`config.mk`:
```
export PLATFORM = sky130hd
export DESIGN_NAME = pressure_sensor_poller_flat
export DESIGN_NICKNAME = d
export VERILOG_FILES = /design/src/psp_pkg.sv /design/src/psp_if.sv /design/src/pressure_sensor_poller.sv /design/src/flat_wrapper.sv
export SDC_FILE = /design/constraint.sdc
export NUM_CORES = 1
export LEC_CHECK = 0
export BUFFER_PORTS_ARGS = -buffer_cell sky130_fd_sc_hd__buf_2
export CAP_MARGIN = 0
export CORE_MARGIN = 2
export CORE_UTILIZATION = 64
export DETAILED_ROUTE_END_ITERATION = 12
export GPL_TIMING_DRIVEN = 1
export MAX_ROUTING_LAYER = met4
export PLACE_DENSITY = 0.89
export SYNTH_ARGS = -nofsm -noshare
export SYNTH_HDL_FRONTEND = slang
export SYNTH_SLANG_ARGS = --single-unit
```
`constraint.sdc`:
```
create_clock -name clk -period 9.8 [get_ports clk]
set_input_delay 0.49 -clock clk [delete_from_list [all_inputs] [get_ports clk]]
set_output_delay 0.49 -clock clk [all_outputs]
set_load 0.05 [all_outputs]
```
`src/psp_pkg.sv`:
```
// Shared types, codes and constants of the pressure sensor poller.
`default_nettype none

package psp_pkg;

	localparam int REQ_TYPE_W = 2;
	localparam int DATA_W     = 48;
	localparam int CMD_W      = 3;
	localparam int STAGE_W    = 3;
	localparam int PRESS_W    = 18;
	localparam int PRESS10_W  = 15;
	localparam int TEMP_W     = 13;
	localparam int TLIM_W     = 12;
	localparam int BYTE_W     = 8;
	localparam int RETRY_W    = 6;
	localparam int CFG_W      = 18;
	localparam int CFG_IDX_W  = 3;

	localparam logic [RETRY_W-1:0] RETRY_LIMIT = 6'd50;
	localparam logic [RETRY_W-1:0] RETRY_SAT   = 6'd63;

	localparam logic [BYTE_W-1:0] HOLD_KNOCK  = 8'd5;
	localparam logic [BYTE_W-1:0] HOLD_INIT   = 8'd10;
	localparam logic [BYTE_W-1:0] HOLD_STATUS = 8'd50;

	// Reciprocals for division by constants: floor(x * M / 2^K) is exact over the input range.
	localparam logic [24:0] TEMP_RECIP   = 25'd20970241; // 2^37 / 6554, rounded up
	localparam int          TEMP_SHIFT   = 37;
	localparam logic [17:0] PRESS_RECIP  = 18'd209716;   // 2^21 / 10, rounded up
	localparam int          PRESS_SHIFT  = 21;

	// Reset values of the configuration registers
	localparam logic [BYTE_W-1:0]        RST_CHIP_ID   = 8'hA0;
	localparam logic [BYTE_W-1:0]        RST_READY     = 8'h60;
	localparam logic [PRESS_W-1:0]       RST_PRESS_MIN = 18'd30000;
	localparam logic [PRESS_W-1:0]       RST_PRESS_MAX = 18'd125000;
	localparam logic signed [TLIM_W-1:0] RST_TEMP_MIN  = -12'sd400;
	localparam logic signed [TLIM_W-1:0] RST_TEMP_MAX  = 12'sd850;
	localparam logic [BYTE_W-1:0]        RST_HOLD      = 8'd200;

	typedef enum logic [REQ_TYPE_W-1:0] {
		REQ_TICK = 2'd0,
		REQ_POLL = 2'd1,
		REQ_RESP = 2'd2,
		REQ_RSVD = 2'd3
	} req_kind_t;

	typedef enum logic [CMD_W-1:0] {
		CMD_NONE     = 3'd0,
		CMD_BUSINIT  = 3'd1,
		CMD_READID   = 3'd2,
		CMD_SETUP    = 3'd3,
		CMD_STATUS   = 3'd4,
		CMD_READDATA = 3'd5
	} cmd_t;

	typedef enum logic [CFG_IDX_W-1:0] {
		CFG_CHIP_ID   = 3'd0,
		CFG_READY     = 3'd1,
		CFG_PRESS_MIN = 3'd2,
		CFG_PRESS_MAX = 3'd3,
		CFG_TEMP_MIN  = 3'd4,
		CFG_TEMP_MAX  = 3'd5,
		CFG_HOLD      = 3'd6,
		CFG_CLAMP     = 3'd7
	} cfg_idx_t;

	// Stage codes as seen on the result channel
	localparam logic [STAGE_W-1:0] STG_UNINIT = 3'd0;
	localparam logic [STAGE_W-1:0] STG_KNOCK  = 3'd1;
	localparam logic [STAGE_W-1:0] STG_INIT   = 3'd2;
	localparam logic [STAGE_W-1:0] STG_WAIT   = 3'd3;
	localparam logic [STAGE_W-1:0] STG_DATA   = 3'd4;

	typedef enum logic [4:0] {
		ST_UNINIT = 5'b00001,
		ST_KNOCK  = 5'b00010,
		ST_INIT   = 5'b00100,
		ST_WAIT   = 5'b01000,
		ST_DATA   = 5'b10000
	} stage_t;

	function automatic logic [STAGE_W-1:0] stage_code(input stage_t st);
		logic [STAGE_W-1:0] code;
		case (st)
			ST_UNINIT: code = STG_UNINIT;
			ST_KNOCK:  code = STG_KNOCK;
			ST_INIT:   code = STG_INIT;
			ST_WAIT:   code = STG_WAIT;
			ST_DATA:   code = STG_DATA;
			default:   code = STG_UNINIT;
		endcase
		return code;
	endfunction

endpackage

`default_nettype wire

```
`src/psp_if.sv`:
```
// Request and result channel interfaces of the pressure sensor poller.
`default_nettype none

interface psp_req_if;
	import psp_pkg::*;

	logic                  valid;
	logic                  ready;
	logic [REQ_TYPE_W-1:0] req_type;
	logic                  bus_ok;
	logic [DATA_W-1:0]     read_data;

	modport source (output valid, output req_type, output bus_ok, output read_data,
		input ready);
	modport sink (input valid, input req_type, input bus_ok, input read_data,
		output ready);
endinterface

interface psp_res_if;
	import psp_pkg::*;

	logic                     valid;
	logic                     ready;
	logic [CMD_W-1:0]         command;
	logic [STAGE_W-1:0]       stage;
	logic [PRESS_W-1:0]       pressure_pa;
	logic [PRESS10_W-1:0]     pressure_10pa;
	logic signed [TEMP_W-1:0] temperature_tenths;
	logic                     comm_error;
	logic                     temp_range_error;
	logic                     press_range_error;

	modport source (output valid, output command, output stage, output pressure_pa,
		output pressure_10pa, output temperature_tenths, output comm_error,
		output temp_range_error, output press_range_error, input ready);
	modport sink (input valid, input command, input stage, input pressure_pa,
		input pressure_10pa, input temperature_tenths, input comm_error,
		input temp_range_error, input press_range_error, output ready);
endinterface

`default_nettype wire

```
`src/pressure_sensor_poller.sv`:
```
// Polling sequencer for a pressure and temperature sensor.
//
// Usage:
//   req  - request channel: a tick (counts the hold timer down), a poll (acts on the
//          current stage and may issue one bus command) or a bus response (completes
//          the outstanding command; a data read carries pressure and temperature).
//   res  - one result per request: the command issued by that request, the stage
//          after it, the last latched pressure (Pa and 10 Pa) and temperature
//          (0.1 degree), and the communication and range error flags.
//   cfg_we/cfg_index/cfg_wdata - register writes; change them only while idle.
// Path: an accepted request passes the input register, then the state update into the
//   result, when the result side is free.
// Throughput: one request per cycle while the result side is free; every request is a
//   single state update, so the update loop through the sequencer state sets the rate.
// Reset (arst_n low): stage uninit, hold, retry, latches and flags cleared,
//   no command outstanding, registers back to their defaults, both channels empty.
// Stall: while res.ready is low the result holds; one more request is taken
//   into the input register, then req.ready drops until the result leaves.
`default_nettype none

module pressure_sensor_poller (
	input  logic                               clk,
	input  logic                               arst_n,
	psp_req_if.sink                            req,
	psp_res_if.source                          res,
	input  logic                               cfg_we,
	input  psp_pkg::cfg_idx_t                  cfg_index,
	input  logic [psp_pkg::CFG_W-1:0]          cfg_wdata
);
	import psp_pkg::*;

	// Configuration registers
	logic [BYTE_W-1:0]        chip_id_q;
	logic [BYTE_W-1:0]        ready_status_q;
	logic [PRESS_W-1:0]       press_min_q;
	logic [PRESS_W-1:0]       press_max_q;
	logic signed [TLIM_W-1:0] temp_min_q;
	logic signed [TLIM_W-1:0] temp_max_q;
	logic [BYTE_W-1:0]        sample_hold_q;
	logic                     clamp_en_q;

	// Input register
	logic                  valid_s1;
	logic [REQ_TYPE_W-1:0] req_type_s1;
	logic                  bus_ok_s1;
	logic [DATA_W-1:0]     read_data_s1;

	// Sequencer state; the latches and flags double as the result payload
	stage_t                   stage_q, stage_d;
	logic [BYTE_W-1:0]        hold_q, hold_d;
	logic [RETRY_W-1:0]       retry_q, retry_d;
	cmd_t                     await_q, await_d;
	logic [PRESS_W-1:0]       press_q, press_d;
	logic [PRESS10_W-1:0]     press10_q, press10_d;
	logic signed [TEMP_W-1:0] temp_q, temp_d;
	logic                     comm_err_q, comm_err_d;
	logic                     temp_err_q, temp_err_d;
	logic                     press_err_q, press_err_d;
	cmd_t                     cmd_q, cmd_d;
	logic                     out_valid_q;

	logic advance;
	logic take_in;

	// Data path of a data read
	logic [PRESS_W-1:0]       p_raw;
	logic                     p_lo, p_hi;
	logic [PRESS_W-1:0]       p_new;
	logic [35:0]              p_prod;
	logic [23:0]              t_raw;
	logic [48:0]              t_prod;
	logic [TLIM_W-1:0]        t_quo;
	logic signed [TEMP_W-1:0] t_val, t_min, t_max, t_new;
	logic                     t_lo, t_hi;

	logic [RETRY_W-1:0] retry_inc;
	logic [BYTE_W-1:0]  byte0;

	// Process the held request when the result slot is free or being emptied
	assign advance   = valid_s1 && (!out_valid_q || res.ready);
	assign req.ready = !valid_s1 || advance;
	assign take_in   = req.valid && req.ready;

	always_ff @(posedge clk or negedge arst_n) begin
		if (!arst_n) begin
			chip_id_q      <= RST_CHIP_ID;
			ready_status_q <= RST_READY;
			press_min_q    <= RST_PRESS_MIN;
			press_max_q    <= RST_PRESS_MAX;
			temp_min_q     <= RST_TEMP_MIN;
			temp_max_q     <= RST_TEMP_MAX;
			sample_hold_q  <= RST_HOLD;
			clamp_en_q     <= 1'b1;
		end else if (cfg_we) begin
			case (cfg_index)
				CFG_CHIP_ID:   chip_id_q      <= cfg_wdata[BYTE_W-1:0];
				CFG_READY:     ready_status_q <= cfg_wdata[BYTE_W-1:0];
				CFG_PRESS_MIN: press_min_q    <= cfg_wdata[PRESS_W-1:0];
				CFG_PRESS_MAX: press_max_q    <= cfg_wdata[PRESS_W-1:0];
				CFG_TEMP_MIN:  temp_min_q     <= cfg_wdata[TLIM_W-1:0];
				CFG_TEMP_MAX:  temp_max_q     <= cfg_wdata[TLIM_W-1:0];
				CFG_HOLD:      sample_hold_q  <= cfg_wdata[BYTE_W-1:0];
				CFG_CLAMP:     clamp_en_q     <= cfg_wdata[0];
				default: begin
				end
			endcase
		end
	end

	// Input register: hold the request until the sequencer takes it
	always_ff @(posedge clk or negedge arst_n) begin
		if (!arst_n) begin
			valid_s1 <= 1'b0;
		end else if (take_in) begin
			valid_s1 <= 1'b1;
		end else if (advance) begin
			valid_s1 <= 1'b0;
		end
	end

	always_ff @(posedge clk) begin
		if (take_in) begin
			req_type_s1  <= req.req_type;
			bus_ok_s1    <= req.bus_ok;
			read_data_s1 <= req.read_data;
		end
	end

	// Pressure: bits 23:6 of the low three bytes, checked against the window
	assign p_raw  = read_data_s1[23:6];
	assign p_lo   = p_raw < press_min_q;
	assign p_hi   = p_raw > press_max_q;
	always_comb begin
		p_new = p_raw;
		if (clamp_en_q && p_lo) begin
			p_new = press_min_q;
		end else if (clamp_en_q && p_hi) begin
			p_new = press_max_q;
		end
	end
	assign p_prod = 36'(p_new) * 36'(PRESS_RECIP);

	// Temperature: upper three bytes divided by 6554 (quotient fits 12 bits unsigned)
	assign t_raw  = read_data_s1[47:24];
	assign t_prod = 49'(t_raw) * 49'(TEMP_RECIP);
	assign t_quo  = t_prod[TEMP_SHIFT +: TLIM_W];
	assign t_val  = signed'({1'b0, t_quo});
	assign t_min  = TEMP_W'(temp_min_q);
	assign t_max  = TEMP_W'(temp_max_q);
	assign t_lo   = t_val < t_min;
	assign t_hi   = t_val > t_max;
	always_comb begin
		t_new = t_val;
		if (clamp_en_q && t_lo) begin
			t_new = t_min;
		end else if (clamp_en_q && t_hi) begin
			t_new = t_max;
		end
	end

	assign retry_inc = (retry_q == RETRY_SAT) ? retry_q : retry_q + 1'b1;
	assign byte0     = read_data_s1[BYTE_W-1:0];

	// Next state of the sequencer for the held request
	always_comb begin
		stage_d     = stage_q;
		hold_d      = hold_q;
		retry_d     = retry_q;
		await_d     = await_q;
		press_d     = press_q;
		press10_d   = press10_q;
		temp_d      = temp_q;
		comm_err_d  = comm_err_q;
		temp_err_d  = temp_err_q;
		press_err_d = press_err_q;
		cmd_d       = CMD_NONE;

		case (req_kind_t'(req_type_s1))
			REQ_TICK: begin
				if (hold_q != '0) begin
					hold_d = hold_q - 1'b1;
				end
			end
			REQ_POLL: begin
				if (await_q == CMD_NONE) begin
					if (stage_q == ST_UNINIT) begin
						// Bus init needs no response; clear range flags
						stage_d     = ST_KNOCK;
						hold_d      = HOLD_KNOCK;
						comm_err_d  = 1'b1;
						temp_err_d  = 1'b0;
						press_err_d = 1'b0;
						cmd_d       = CMD_BUSINIT;
					end else if (hold_q == '0) begin
						case (stage_q)
							ST_KNOCK: cmd_d = CMD_READID;
							ST_INIT:  cmd_d = CMD_SETUP;
							ST_WAIT:  cmd_d = CMD_STATUS;
							ST_DATA:  cmd_d = CMD_READDATA;
							default:  cmd_d = CMD_NONE;
						endcase
						await_d = cmd_d;
					end
				end
			end
			REQ_RESP: begin
				if (await_q != CMD_NONE) begin
					await_d = CMD_NONE;
					case (await_q)
						CMD_READID: begin
							if (bus_ok_s1 && byte0 == chip_id_q) begin
								stage_d    = ST_INIT;
								hold_d     = HOLD_INIT;
								comm_err_d = 1'b0;
							end else begin
								stage_d    = ST_UNINIT;
								comm_err_d = 1'b1;
							end
						end
						CMD_SETUP: begin
							if (bus_ok_s1) begin
								stage_d    = ST_WAIT;
								hold_d     = HOLD_STATUS;
								retry_d    = '0;
								comm_err_d = 1'b0;
							end else begin
								stage_d    = ST_UNINIT;
								hold_d     = HOLD_INIT;
								comm_err_d = 1'b1;
							end
						end
						CMD_STATUS: begin
							if (bus_ok_s1 && byte0 == ready_status_q) begin
								stage_d = ST_DATA;
								hold_d  = '0;
								retry_d = '0;
							end else begin
								// Not ready: re-knock once retries run past the limit
								hold_d = HOLD_STATUS;
								if (retry_inc > RETRY_LIMIT) begin
									stage_d = ST_KNOCK;
									retry_d = '0;
								end else begin
									retry_d = retry_inc;
								end
							end
						end
						CMD_READDATA: begin
							retry_d = '0;
							if (bus_ok_s1) begin
								press_d     = p_new;
								press10_d   = p_prod[PRESS_SHIFT +: PRESS10_W];
								press_err_d = p_lo || p_hi;
								temp_d      = t_new;
								temp_err_d  = t_lo || t_hi;
								comm_err_d  = 1'b0;
								stage_d     = ST_WAIT;
								hold_d      = sample_hold_q;
							end else begin
								comm_err_d = 1'b1;
								if (retry_inc > RETRY_LIMIT) begin
									stage_d = ST_INIT;
									hold_d  = HOLD_INIT;
								end else begin
									stage_d = ST_WAIT;
									hold_d  = sample_hold_q;
								end
							end
						end
						default: begin
						end
					endcase
				end
			end
			default: begin
			end
		endcase
	end

	// Sequencer state and result: advance together, one request per cycle while the result slot is free
	always_ff @(posedge clk or negedge arst_n) begin
		if (!arst_n) begin
			stage_q     <= ST_UNINIT;
			hold_q      <= '0;
			retry_q     <= '0;
			await_q     <= CMD_NONE;
			press_q     <= '0;
			press10_q   <= '0;
			temp_q      <= '0;
			comm_err_q  <= 1'b0;
			temp_err_q  <= 1'b0;
			press_err_q <= 1'b0;
			cmd_q       <= CMD_NONE;
			out_valid_q <= 1'b0;
		end else begin
			if (advance) begin
				stage_q     <= stage_d;
				hold_q      <= hold_d;
				retry_q     <= retry_d;
				await_q     <= await_d;
				press_q     <= press_d;
				press10_q   <= press10_d;
				temp_q      <= temp_d;
				comm_err_q  <= comm_err_d;
				temp_err_q  <= temp_err_d;
				press_err_q <= press_err_d;
				cmd_q       <= cmd_d;
				out_valid_q <= 1'b1;
			end else if (res.ready) begin
				out_valid_q <= 1'b0;
			end
		end
	end

	assign res.valid              = out_valid_q;
	assign res.command            = cmd_q;
	assign res.stage              = stage_code(stage_q);
	assign res.pressure_pa        = press_q;
	assign res.pressure_10pa      = press10_q;
	assign res.temperature_tenths = temp_q;
	assign res.comm_error         = comm_err_q;
	assign res.temp_range_error   = temp_err_q;
	assign res.press_range_error  = press_err_q;

endmodule

`default_nettype wire

```
`src/flat_wrapper.sv`:
```
// flat-port wrapper written by rule: the top's interface ports become plain ports
module pressure_sensor_poller_flat import psp_pkg::*;
  (clk, arst_n, cfg_we, cfg_index, cfg_wdata, req_valid, req_req_type, req_bus_ok, req_read_data, req_ready, res_valid, res_command, res_stage, res_pressure_pa, res_pressure_10pa, res_temperature_tenths, res_comm_error, res_temp_range_error, res_press_range_error, res_ready);
  psp_req_if req_i ();
  psp_res_if res_i ();
  input  logic clk;
  input  logic arst_n;
  input  logic cfg_we;
  input  psp_pkg::cfg_idx_t cfg_index;
  input  logic [psp_pkg::CFG_W-1:0] cfg_wdata;
  input wire logic [$bits(req_i.valid)-1:0] req_valid;
  input wire logic [$bits(req_i.req_type)-1:0] req_req_type;
  input wire logic [$bits(req_i.bus_ok)-1:0] req_bus_ok;
  input wire logic [$bits(req_i.read_data)-1:0] req_read_data;
  output wire logic [$bits(req_i.ready)-1:0] req_ready;
  output wire logic [$bits(res_i.valid)-1:0] res_valid;
  output wire logic [$bits(res_i.command)-1:0] res_command;
  output wire logic [$bits(res_i.stage)-1:0] res_stage;
  output wire logic [$bits(res_i.pressure_pa)-1:0] res_pressure_pa;
  output wire logic [$bits(res_i.pressure_10pa)-1:0] res_pressure_10pa;
  output wire logic [$bits(res_i.temperature_tenths)-1:0] res_temperature_tenths;
  output wire logic [$bits(res_i.comm_error)-1:0] res_comm_error;
  output wire logic [$bits(res_i.temp_range_error)-1:0] res_temp_range_error;
  output wire logic [$bits(res_i.press_range_error)-1:0] res_press_range_error;
  input wire logic [$bits(res_i.ready)-1:0] res_ready;
  assign req_i.valid = req_valid;
  assign req_i.req_type = req_req_type;
  assign req_i.bus_ok = req_bus_ok;
  assign req_i.read_data = req_read_data;
  assign req_ready = req_i.ready;
  assign res_valid = res_i.valid;
  assign res_command = res_i.command;
  assign res_stage = res_i.stage;
  assign res_pressure_pa = res_i.pressure_pa;
  assign res_pressure_10pa = res_i.pressure_10pa;
  assign res_temperature_tenths = res_i.temperature_tenths;
  assign res_comm_error = res_i.comm_error;
  assign res_temp_range_error = res_i.temp_range_error;
  assign res_press_range_error = res_i.press_range_error;
  assign res_i.ready = res_ready;
  pressure_sensor_poller u_core (.clk(clk), .arst_n(arst_n), .req(req_i), .res(res_i), .cfg_we(cfg_we), .cfg_index(cfg_index), .cfg_wdata(cfg_wdata));
endmodule
```
# After elaboration in Yosys (flattened, before gate mapping)
# Cells that the tools add are included.
op_classes:
  add_sub_neg: 2
  mul: 2
  magnitude_cmp: 5
  n_eq_ne: 34
  muxes: 63
  reduce_logical: 41
ops:
  columns: ["op", "n"]
  rows:
  - ["2-to-1 mux 8 bit", 7]
  - ["multiplier 24 x 25 -> 49 bit, second input constant", 1]
  - ["2-to-1 mux 18 bit", 2]
  - ["2-to-1 mux 6 bit", 6]
  - ["multiplier 18 x 16 -> 34 bit, second input constant", 1]
  - ["case mux 8 bit (4 select lines)", 1]
  - ["2-to-1 mux 5 bit", 6]
  - ["2-to-1 mux 3 bit", 9]
  - ["2-to-1 mux 13 bit", 2]
  - ["case mux 3 bit (4 select lines)", 2]
  - ["case mux 8 bit (3 select lines)", 1]
  - ["case mux 5 bit (4 select lines)", 1]
  - ["equality test 3 bit, second input constant", 6]
  - ["> comparator 18 bit", 1]
  - ["< comparator 18 bit", 1]
  - ["case mux 6 bit (3 select lines)", 1]
  - ["2-to-1 mux 1 bit", 17]
  - ["equality test 8 bit", 2]
  - ["inequality test 2 x 1 -> 1 bit, second input constant", 8]
  - ["AND reduction 2 bit", 8]
  - ["AND reduction 7 bit", 2]
  - ["> comparator 13 x 12 -> 1 bit", 1]
  - ["< comparator 13 x 12 -> 1 bit", 1]
  - ["equality test 3 x 2 -> 1 bit, second input constant", 4]
  - ["other kinds (34)", 56]
word_totals:
  register_bits: 212
  inputBits: 77
  output_inout_bits: 57
  wordCells: 171

# Logic depth before layout (Yosys ltp)
depth:
  depth_word: 8
  mapped_depth: 36
  depth_no_buf: 34

# Least setup slack after synthesis
# OpenSTA, ideal clock, no wires.
synth_path:
  path_kind: "reg-to-reg"
  startpoint: "register u_core.read_data_s1[30]"
  endpoint: "register u_core.temp_q[3] (netlist: u_core.res.temperature_tenths[3])"
  setup_time_ns: 0.141
  t_arrival_ns: 8.357
  t_required_ns: 9.659
  setup_slack_ns: 1.303
  path_stages_with_launch: 36
  path_buffers: 2
  synth_period_minus_slack_ns: 8.497
  path_cell_list: "edfxtp_1 > fa_1 > clkbuf_1 > xor2_1 > ha_1 > a21o_1 > inv_1 > xnor2_1 > ha_1 > or2_2 > fa_1 > fa_1 > fa_1 > inv_1 > fa_1 > inv_1 > ha_1 > a21o_1 > a21o_1 > a221oi_1 > o22ai_1 > o211ai_1 > nand2_1 > a211oi_1 > xor2_1 > inv_1 > ha_1 > a2111oi_0 > o21ai_0 > o22ai_1 > a21oi_1 > mux2i_1 > nor2_1 > clkbuf_1 > mux2i_1 > a31oi_1"
synth_via:
  elab_chain_cells: 5
  word_cells_on_any_way: 7
  classes_between: "1 x mul; 2 x order compare; 2 x mux; 2 x reduce/logical"
synth_lines:
  columns: ["element", "line_no", "text"]
  rows:
  - ["start: declaration", "pressure_sensor_poller.sv:46", "logic [DATA_W-1:0] read_data_s1;"]
  - ["start signal: assignment", "pressure_sensor_poller.sv:125", "read_data_s1 <= req.read_data;"]
  - ["multiplier 24 x 25 -> 49 bit (*)", "pressure_sensor_poller.sv:145", "assign t_prod = 49'(t_raw) * 49'(TEMP_RECIP);"]
  - ["> comparator 13 x 12 -> 1 bit", "pressure_sensor_poller.sv:151", "assign t_hi = t_val > t_max;"]
  - ["logical AND 1 bit", "pressure_sensor_poller.sv:156", "end else if (clamp_en_q && t_hi) begin"]
  - ["2-to-1 mux 13 bit", "pressure_sensor_poller.sv:156", null]
  - ["2-to-1 mux 13 bit (*)", "pressure_sensor_poller.sv:154", "if (clamp_en_q && t_lo) begin"]
  - ["end signal: assignment", "pressure_sensor_poller.sv:303", "temp_q <= temp_d;"]
  - ["end: declaration", "pressure_sensor_poller.sv:55", "logic signed [TEMP_W-1:0] temp_q, temp_d;"]
# Every way passes the cells marked *; elsewhere a longest branch is shown, timed or not.
# A chain may end at the register's enable or synchronous reset.

# Final worst setup path
layout_path:
  startpoint: "register u_core.read_data_s1[30]"
  endpoint: "register u_core.temp_q[6] (netlist: u_core.res.temperature_tenths[6])"
# Same word-level chain as after synthesis.

==> impl_metrics.xml <==
<?xml version="1.0" encoding="UTF-8"?>
<metrics>
  <group name="global_routing">
    <metric name="first_pass_grt_wire_length" unit="um">97900</metric>
    <metric name="antenna_violations_before_repair" unit="">0</metric>
    <metric name="grt_start_max_net_pins" unit="">102</metric>
    <metric name="grt_pass1_vias" unit="">18900</metric>
    <metric name="grtUsageTotal" unit="%">33.2</metric>
    <metric name="globalRouteOverflowTotal" unit="">0</metric>
  </group>
  <group name="worst_setup_path">
    <metric name="critical_path.top_delay_family" unit="">adder cells</metric>
    <metric name="critical_path.startpoint_type" unit="">register</metric>
    <metric name="critPathKind" unit="">register to register</metric>
    <metric name="cpPeakStageDelay" unit="ns">0.73</metric>
    <metric name="critical_path_peak_fanout" unit="">9</metric>
    <metric name="crit_required" unit="ns">10.23</metric>
    <metric name="worst-endpoint-arrival" unit="ns">9.70</metric>
    <metric name="ff2ff_setup_slack" unit="ns">0.53</metric>
    <metric name="path_buf_inv" unit="">6</metric>
    <metric name="critical_path_sink_type" unit="">register</metric>
    <metric name="crit_slowest_cell" unit="">sky130_fd_sc_hd__fa_2</metric>
  </group>
  <group name="place">
    <metric name="hpwl" unit="um">50200</metric>
    <metric name="placement.io_buffers" unit="">133</metric>
    <metric name="place_congestion" unit="">1.01</metric>
    <metric name="placedInstanceArea" unit="sq um">25600</metric>
  </group>
  <group name="cells_and_area">
    <metric name="layout_overhead_on_the_synthesized_area" unit="%">9.37</metric>
    <metric name="final_layout_size_suffix_gt1_share" unit="%">13.8</metric>
    <metric name="final_net_count" unit="">3307</metric>
    <metric name="fillerInstances" unit="">2759</metric>
    <metric name="multi_input_comb_area" unit="sq um">16600</metric>
    <metric name="ff_latch_area" unit="sq um">5600</metric>
    <metric name="post-route-cell-area" unit="sq um">26500</metric>
    <metric name="number_of_inserted_diodes" unit="">0</metric>
  </group>
  <group name="outcome">
    <metric name="outcome" unit="">complete, but fails checks</metric>
    <metric name="violated_checks" unit="">negative hold slack</metric>
  </group>
  <group name="route">
    <metric name="ant_nets" unit="">0</metric>
    <metric name="wl_per_cell" unit="um">19.9</metric>
    <metric name="dr.pass1.iters" unit="">5</metric>
    <metric name="post_drt_via_cell_ratio" unit="">5.82</metric>
    <metric name="vias" unit="">18000</metric>
    <metric name="drt_drc_violations_left" unit="">0</metric>
    <metric name="drt-initial-drc-count" unit="">1169</metric>
    <metric name="totalWireLength" unit="um">61400</metric>
  </group>
  <group name="clocking">
    <metric name="cts_tree" unit="">done</metric>
    <metric name="clock_latency" unit="ns">0.58</metric>
    <metric name="clock_tree.root_cell" unit="">sky130_fd_sc_hd__clkbuf_16</metric>
    <metric name="ctsLongestPathBuffers" unit="">3</metric>
    <metric name="tritoncts_buffer_count" unit="">26</metric>
    <metric name="cts_num_sinks" unit="">212</metric>
    <metric name="clock_tree.htree_level_count" unit="">1</metric>
    <metric name="clk_transition_reported_paths" unit="ns">0.06</metric>
  </group>
  <group name="floorplanning">
    <metric name="die_height" unit="um">199</metric>
    <metric name="die_area" unit="sq um">39500</metric>
    <metric name="placementRows" unit="">71</metric>
    <metric name="coreArea" unit="sq um">37500</metric>
    <metric name="floorplan.io_pins" unit="">134</metric>
    <metric name="die_width" unit="um">199</metric>
    <metric name="start_util" unit="%">64.7</metric>
  </group>
  <group name="synth">
    <metric name="synth_warnings" unit="">0</metric>
    <metric name="synth.yosys.seq_area_share" unit="%">23.1</metric>
    <metric name="ys_types" unit="">80</metric>
    <metric name="syn-mean-instance-area" unit="sq um">10.0</metric>
    <metric name="asyncSetResetFlopFracSynth" unit="%">75.9</metric>
    <metric name="syn_area" unit="sq um">24300</metric>
    <metric name="synth-seq-cells" unit="">212</metric>
    <metric name="postSynth.topFlopCell" unit="">sky130_fd_sc_hd__dfrtp_1</metric>
    <metric name="syn_nets" unit="">3162</metric>
    <metric name="post_synth_inst_count" unit="">2414</metric>
    <metric name="synth_enable_flop_cells" unit="">51</metric>
  </group>
  <group name="worst_hold_path">
    <metric name="timing.hold.worst.class" unit="">primary input to asynchronous set/reset pin</metric>
  </group>
  <group name="sta">
    <metric name="final.period_utilization" unit="%">94.6</metric>
    <metric name="whs" unit="ns">-0.00132</metric>
    <metric name="setup-tns-final" unit="ns">0</metric>
    <metric name="worst_pin_slew" unit="ns">1.25</metric>
    <metric name="post-route-min-period" unit="ns">9.27</metric>
    <metric name="hold_viol" unit="">3</metric>
    <metric name="max_freq" unit="GHz">0.108</metric>
    <metric name="unrepaired_setup_endpoints_after_global_routing" unit="">false</metric>
    <metric name="final.setup_skew" unit="ns">0.0151</metric>
    <metric name="max-slew-margin-rel" unit="%">15.7</metric>
    <metric name="timing.final.max_slew_violations" unit="">0</metric>
    <metric name="setup-violations-final" unit="">0</metric>
  </group>
  <group name="flow_run">
    <metric name="cap_viol_max_count" unit="">0</metric>
  </group>
</metrics>
## metrics by stage
stage / hold slack [ns] / setup slack (ns) / utilization, % / cells
2_1_floorplan: 0.194 / 1.30 / - / 2414
3_3_place_gp: 0.454 / 0.718 / 68.4 / 3037
3_5_place_dp: 0.450 / 0.445 / 68.4 / 3037
4_1_cts: 0.0270 / 0.400 / 70.6 / 3085
5_1_grt: 0.0648 / 0.00472 / 70.8 / 3090
6_report: -0.00132 / 0.526 / 70.8 / 3090
## layer usage
metal | part of all wire (%) | global-route usage [%]
met1 | 41 | 42.1
met3 | 7.6 | 6.99
met2 | 47 | 52.7
met4 | 4.5 | 12.6
met5 | 0 | -
## placed cells by master (no fill, tap or decap), types with 6 or more instances in the layout
cell and instances:
sky130_fd_sc_hd__nor2b_1 14, sky130_fd_sc_hd__inv_1 512, sky130_fd_sc_hd__o31ai_1 9, sky130_fd_sc_hd__fa_1 272, sky130_fd_sc_hd__nand2_1 189, sky130_fd_sc_hd__edfxtp_1 51
sky130_fd_sc_hd__mux2i_1 19, sky130_fd_sc_hd__o21ai_0 103, sky130_fd_sc_hd__nor2_1 54, sky130_fd_sc_hd__ha_1 395, sky130_fd_sc_hd__nand4_1 22, sky130_fd_sc_hd__clkbuf_16 26
sky130_fd_sc_hd__o211ai_1 8, sky130_fd_sc_hd__mux2_2 66, sky130_fd_sc_hd__nand3_1 33, sky130_fd_sc_hd__nor4_1 7, sky130_fd_sc_hd__dfstp_2 34, sky130_fd_sc_hd__a31oi_1 16
sky130_fd_sc_hd__dfrtp_1 127, sky130_fd_sc_hd__nor3_1 17, sky130_fd_sc_hd__or3_1 6, sky130_fd_sc_hd__a21oi_1 90, sky130_fd_sc_hd__a211o_1 7, sky130_fd_sc_hd__or2_2 8
sky130_fd_sc_hd__xor2_1 23, sky130_fd_sc_hd__o21a_1 6, sky130_fd_sc_hd__buf_2 132, sky130_fd_sc_hd__o22ai_1 10, sky130_fd_sc_hd__and3_1 12, sky130_fd_sc_hd__and2_1 6
sky130_fd_sc_hd__o21ai_1 15, sky130_fd_sc_hd__a21o_1 70, sky130_fd_sc_hd__a2111oi_0 6, sky130_fd_sc_hd__nand2b_1 15, sky130_fd_sc_hd__a211oi_1 7, sky130_fd_sc_hd__xnor2_1 33
sky130_fd_sc_hd__buf_4 38
## synthesized netlist by cell type (8+ instances only)
cell	instances	area (sq um)
sky130_fd_sc_hd__inv_1	514	1930
sky130_fd_sc_hd__ha_1	395	4940
sky130_fd_sc_hd__fa_1	276	5530
sky130_fd_sc_hd__nand2_1	189	709
sky130_fd_sc_hd__dfrtp_1	127	3180
sky130_fd_sc_hd__o21ai_0	103	515
sky130_fd_sc_hd__a21oi_1	90	450
sky130_fd_sc_hd__a21o_1	70	526
sky130_fd_sc_hd__mux2_2	66	743
sky130_fd_sc_hd__nor2_1	54	203
sky130_fd_sc_hd__edfxtp_1	51	1530
sky130_fd_sc_hd__clkbuf_1	49	184
sky130_fd_sc_hd__dfstp_2	34	893
sky130_fd_sc_hd__nand3_1	33	165
sky130_fd_sc_hd__xnor2_1	33	289
sky130_fd_sc_hd__xor2_1	23	201
sky130_fd_sc_hd__nand4_1	22	138
sky130_fd_sc_hd__mux2i_1	20	200
sky130_fd_sc_hd__nor3_1	19	95.1
sky130_fd_sc_hd__a31oi_1	16	100
sky130_fd_sc_hd__nand2b_1	15	93.8
sky130_fd_sc_hd__o21ai_1	15	75.1
sky130_fd_sc_hd__nor2b_1	14	87.6
sky130_fd_sc_hd__and3_1	12	75.1
sky130_fd_sc_hd__o22ai_1	10	62.6
sky130_fd_sc_hd__o31ai_1	9	67.6
sky130_fd_sc_hd__o211ai_1	8	60.1
sky130_fd_sc_hd__or2_2	8	50.1
## area by class of cell
cell class / count / share of cell area (%)
Tap cell: 511 / 2.41
Clock buffer: 32 / 2.69
Timing Repair Buffer: 171 / 3.61
Multi-Input combinational cell: 1633 / 62.4
Sequential cell: 212 / 21.1
Inverter: 515 / 7.29
Clock inverter: 16 / 0.472
## cells by family (layout without fill, tap and decap cells)
| family | Yosys count | after routing | share of synthesized area (%) |
|---|---|---|---|
| AOI/OAI and AO/OA | 403 | 403 | 10.7 |
| xor gates and xnor gates | 56 | 56 | 2.02 |
| adders and majority gates | 671 | 671 | 43.2 |
| buffers and inverters | 569 | 734 | 8.82 |
| DFF | 212 | 212 | 23.1 |
| muxes | 86 | 86 | 3.89 |
| and+or+nand+nor | 417 | 417 | 8.27 |
## path summary, 6_finish.rpt
path / depth (start not counted) / end / startpoint
max in group asynchronous: 2 / u_core.res.pressure_pa[14] / arst_n
hold reg to reg: 2 / u_core.res.temperature_tenths[12] / u_core.res.temperature_tenths[12]
setup reg to reg: 33 / u_core.res.temperature_tenths[6] / u_core.read_data_s1[30]
setup / recovery: 33 / u_core.res.temperature_tenths[6] / u_core.read_data_s1[30]
hold / removal: 1 / u_core.press_max_q[17] / arst_n
min in group clk: 1 / u_core.read_data_s1[8] / req_read_data[8]
## repair_timing
item	4_1_cts	5_1_grt
buffers inserted	0	5
hold buffers	0	0
gates resized for setup	0	8
setup endpoints to repair	0	11
## registers in the layout, indices dropped and copies added (netlist names), 8 cells and up
signal	flops
u_core.read_data_s1	48
u_core.press_max_q	18
u_core.press_min_q	18
u_core.res.pressure_pa	18
u_core.res.pressure_10pa	15
u_core.res.temperature_tenths	13
u_core.temp_max_q	12
u_core.temp_min_q	12
u_core.chip_id_q	8
u_core.hold_q	8
u_core.ready_status_q	8
u_core.sample_hold_q	8
Power is left out: the tool's default activity adds up to more than one toggle a clock period on the data nets, which glitch-free logic cannot reach.
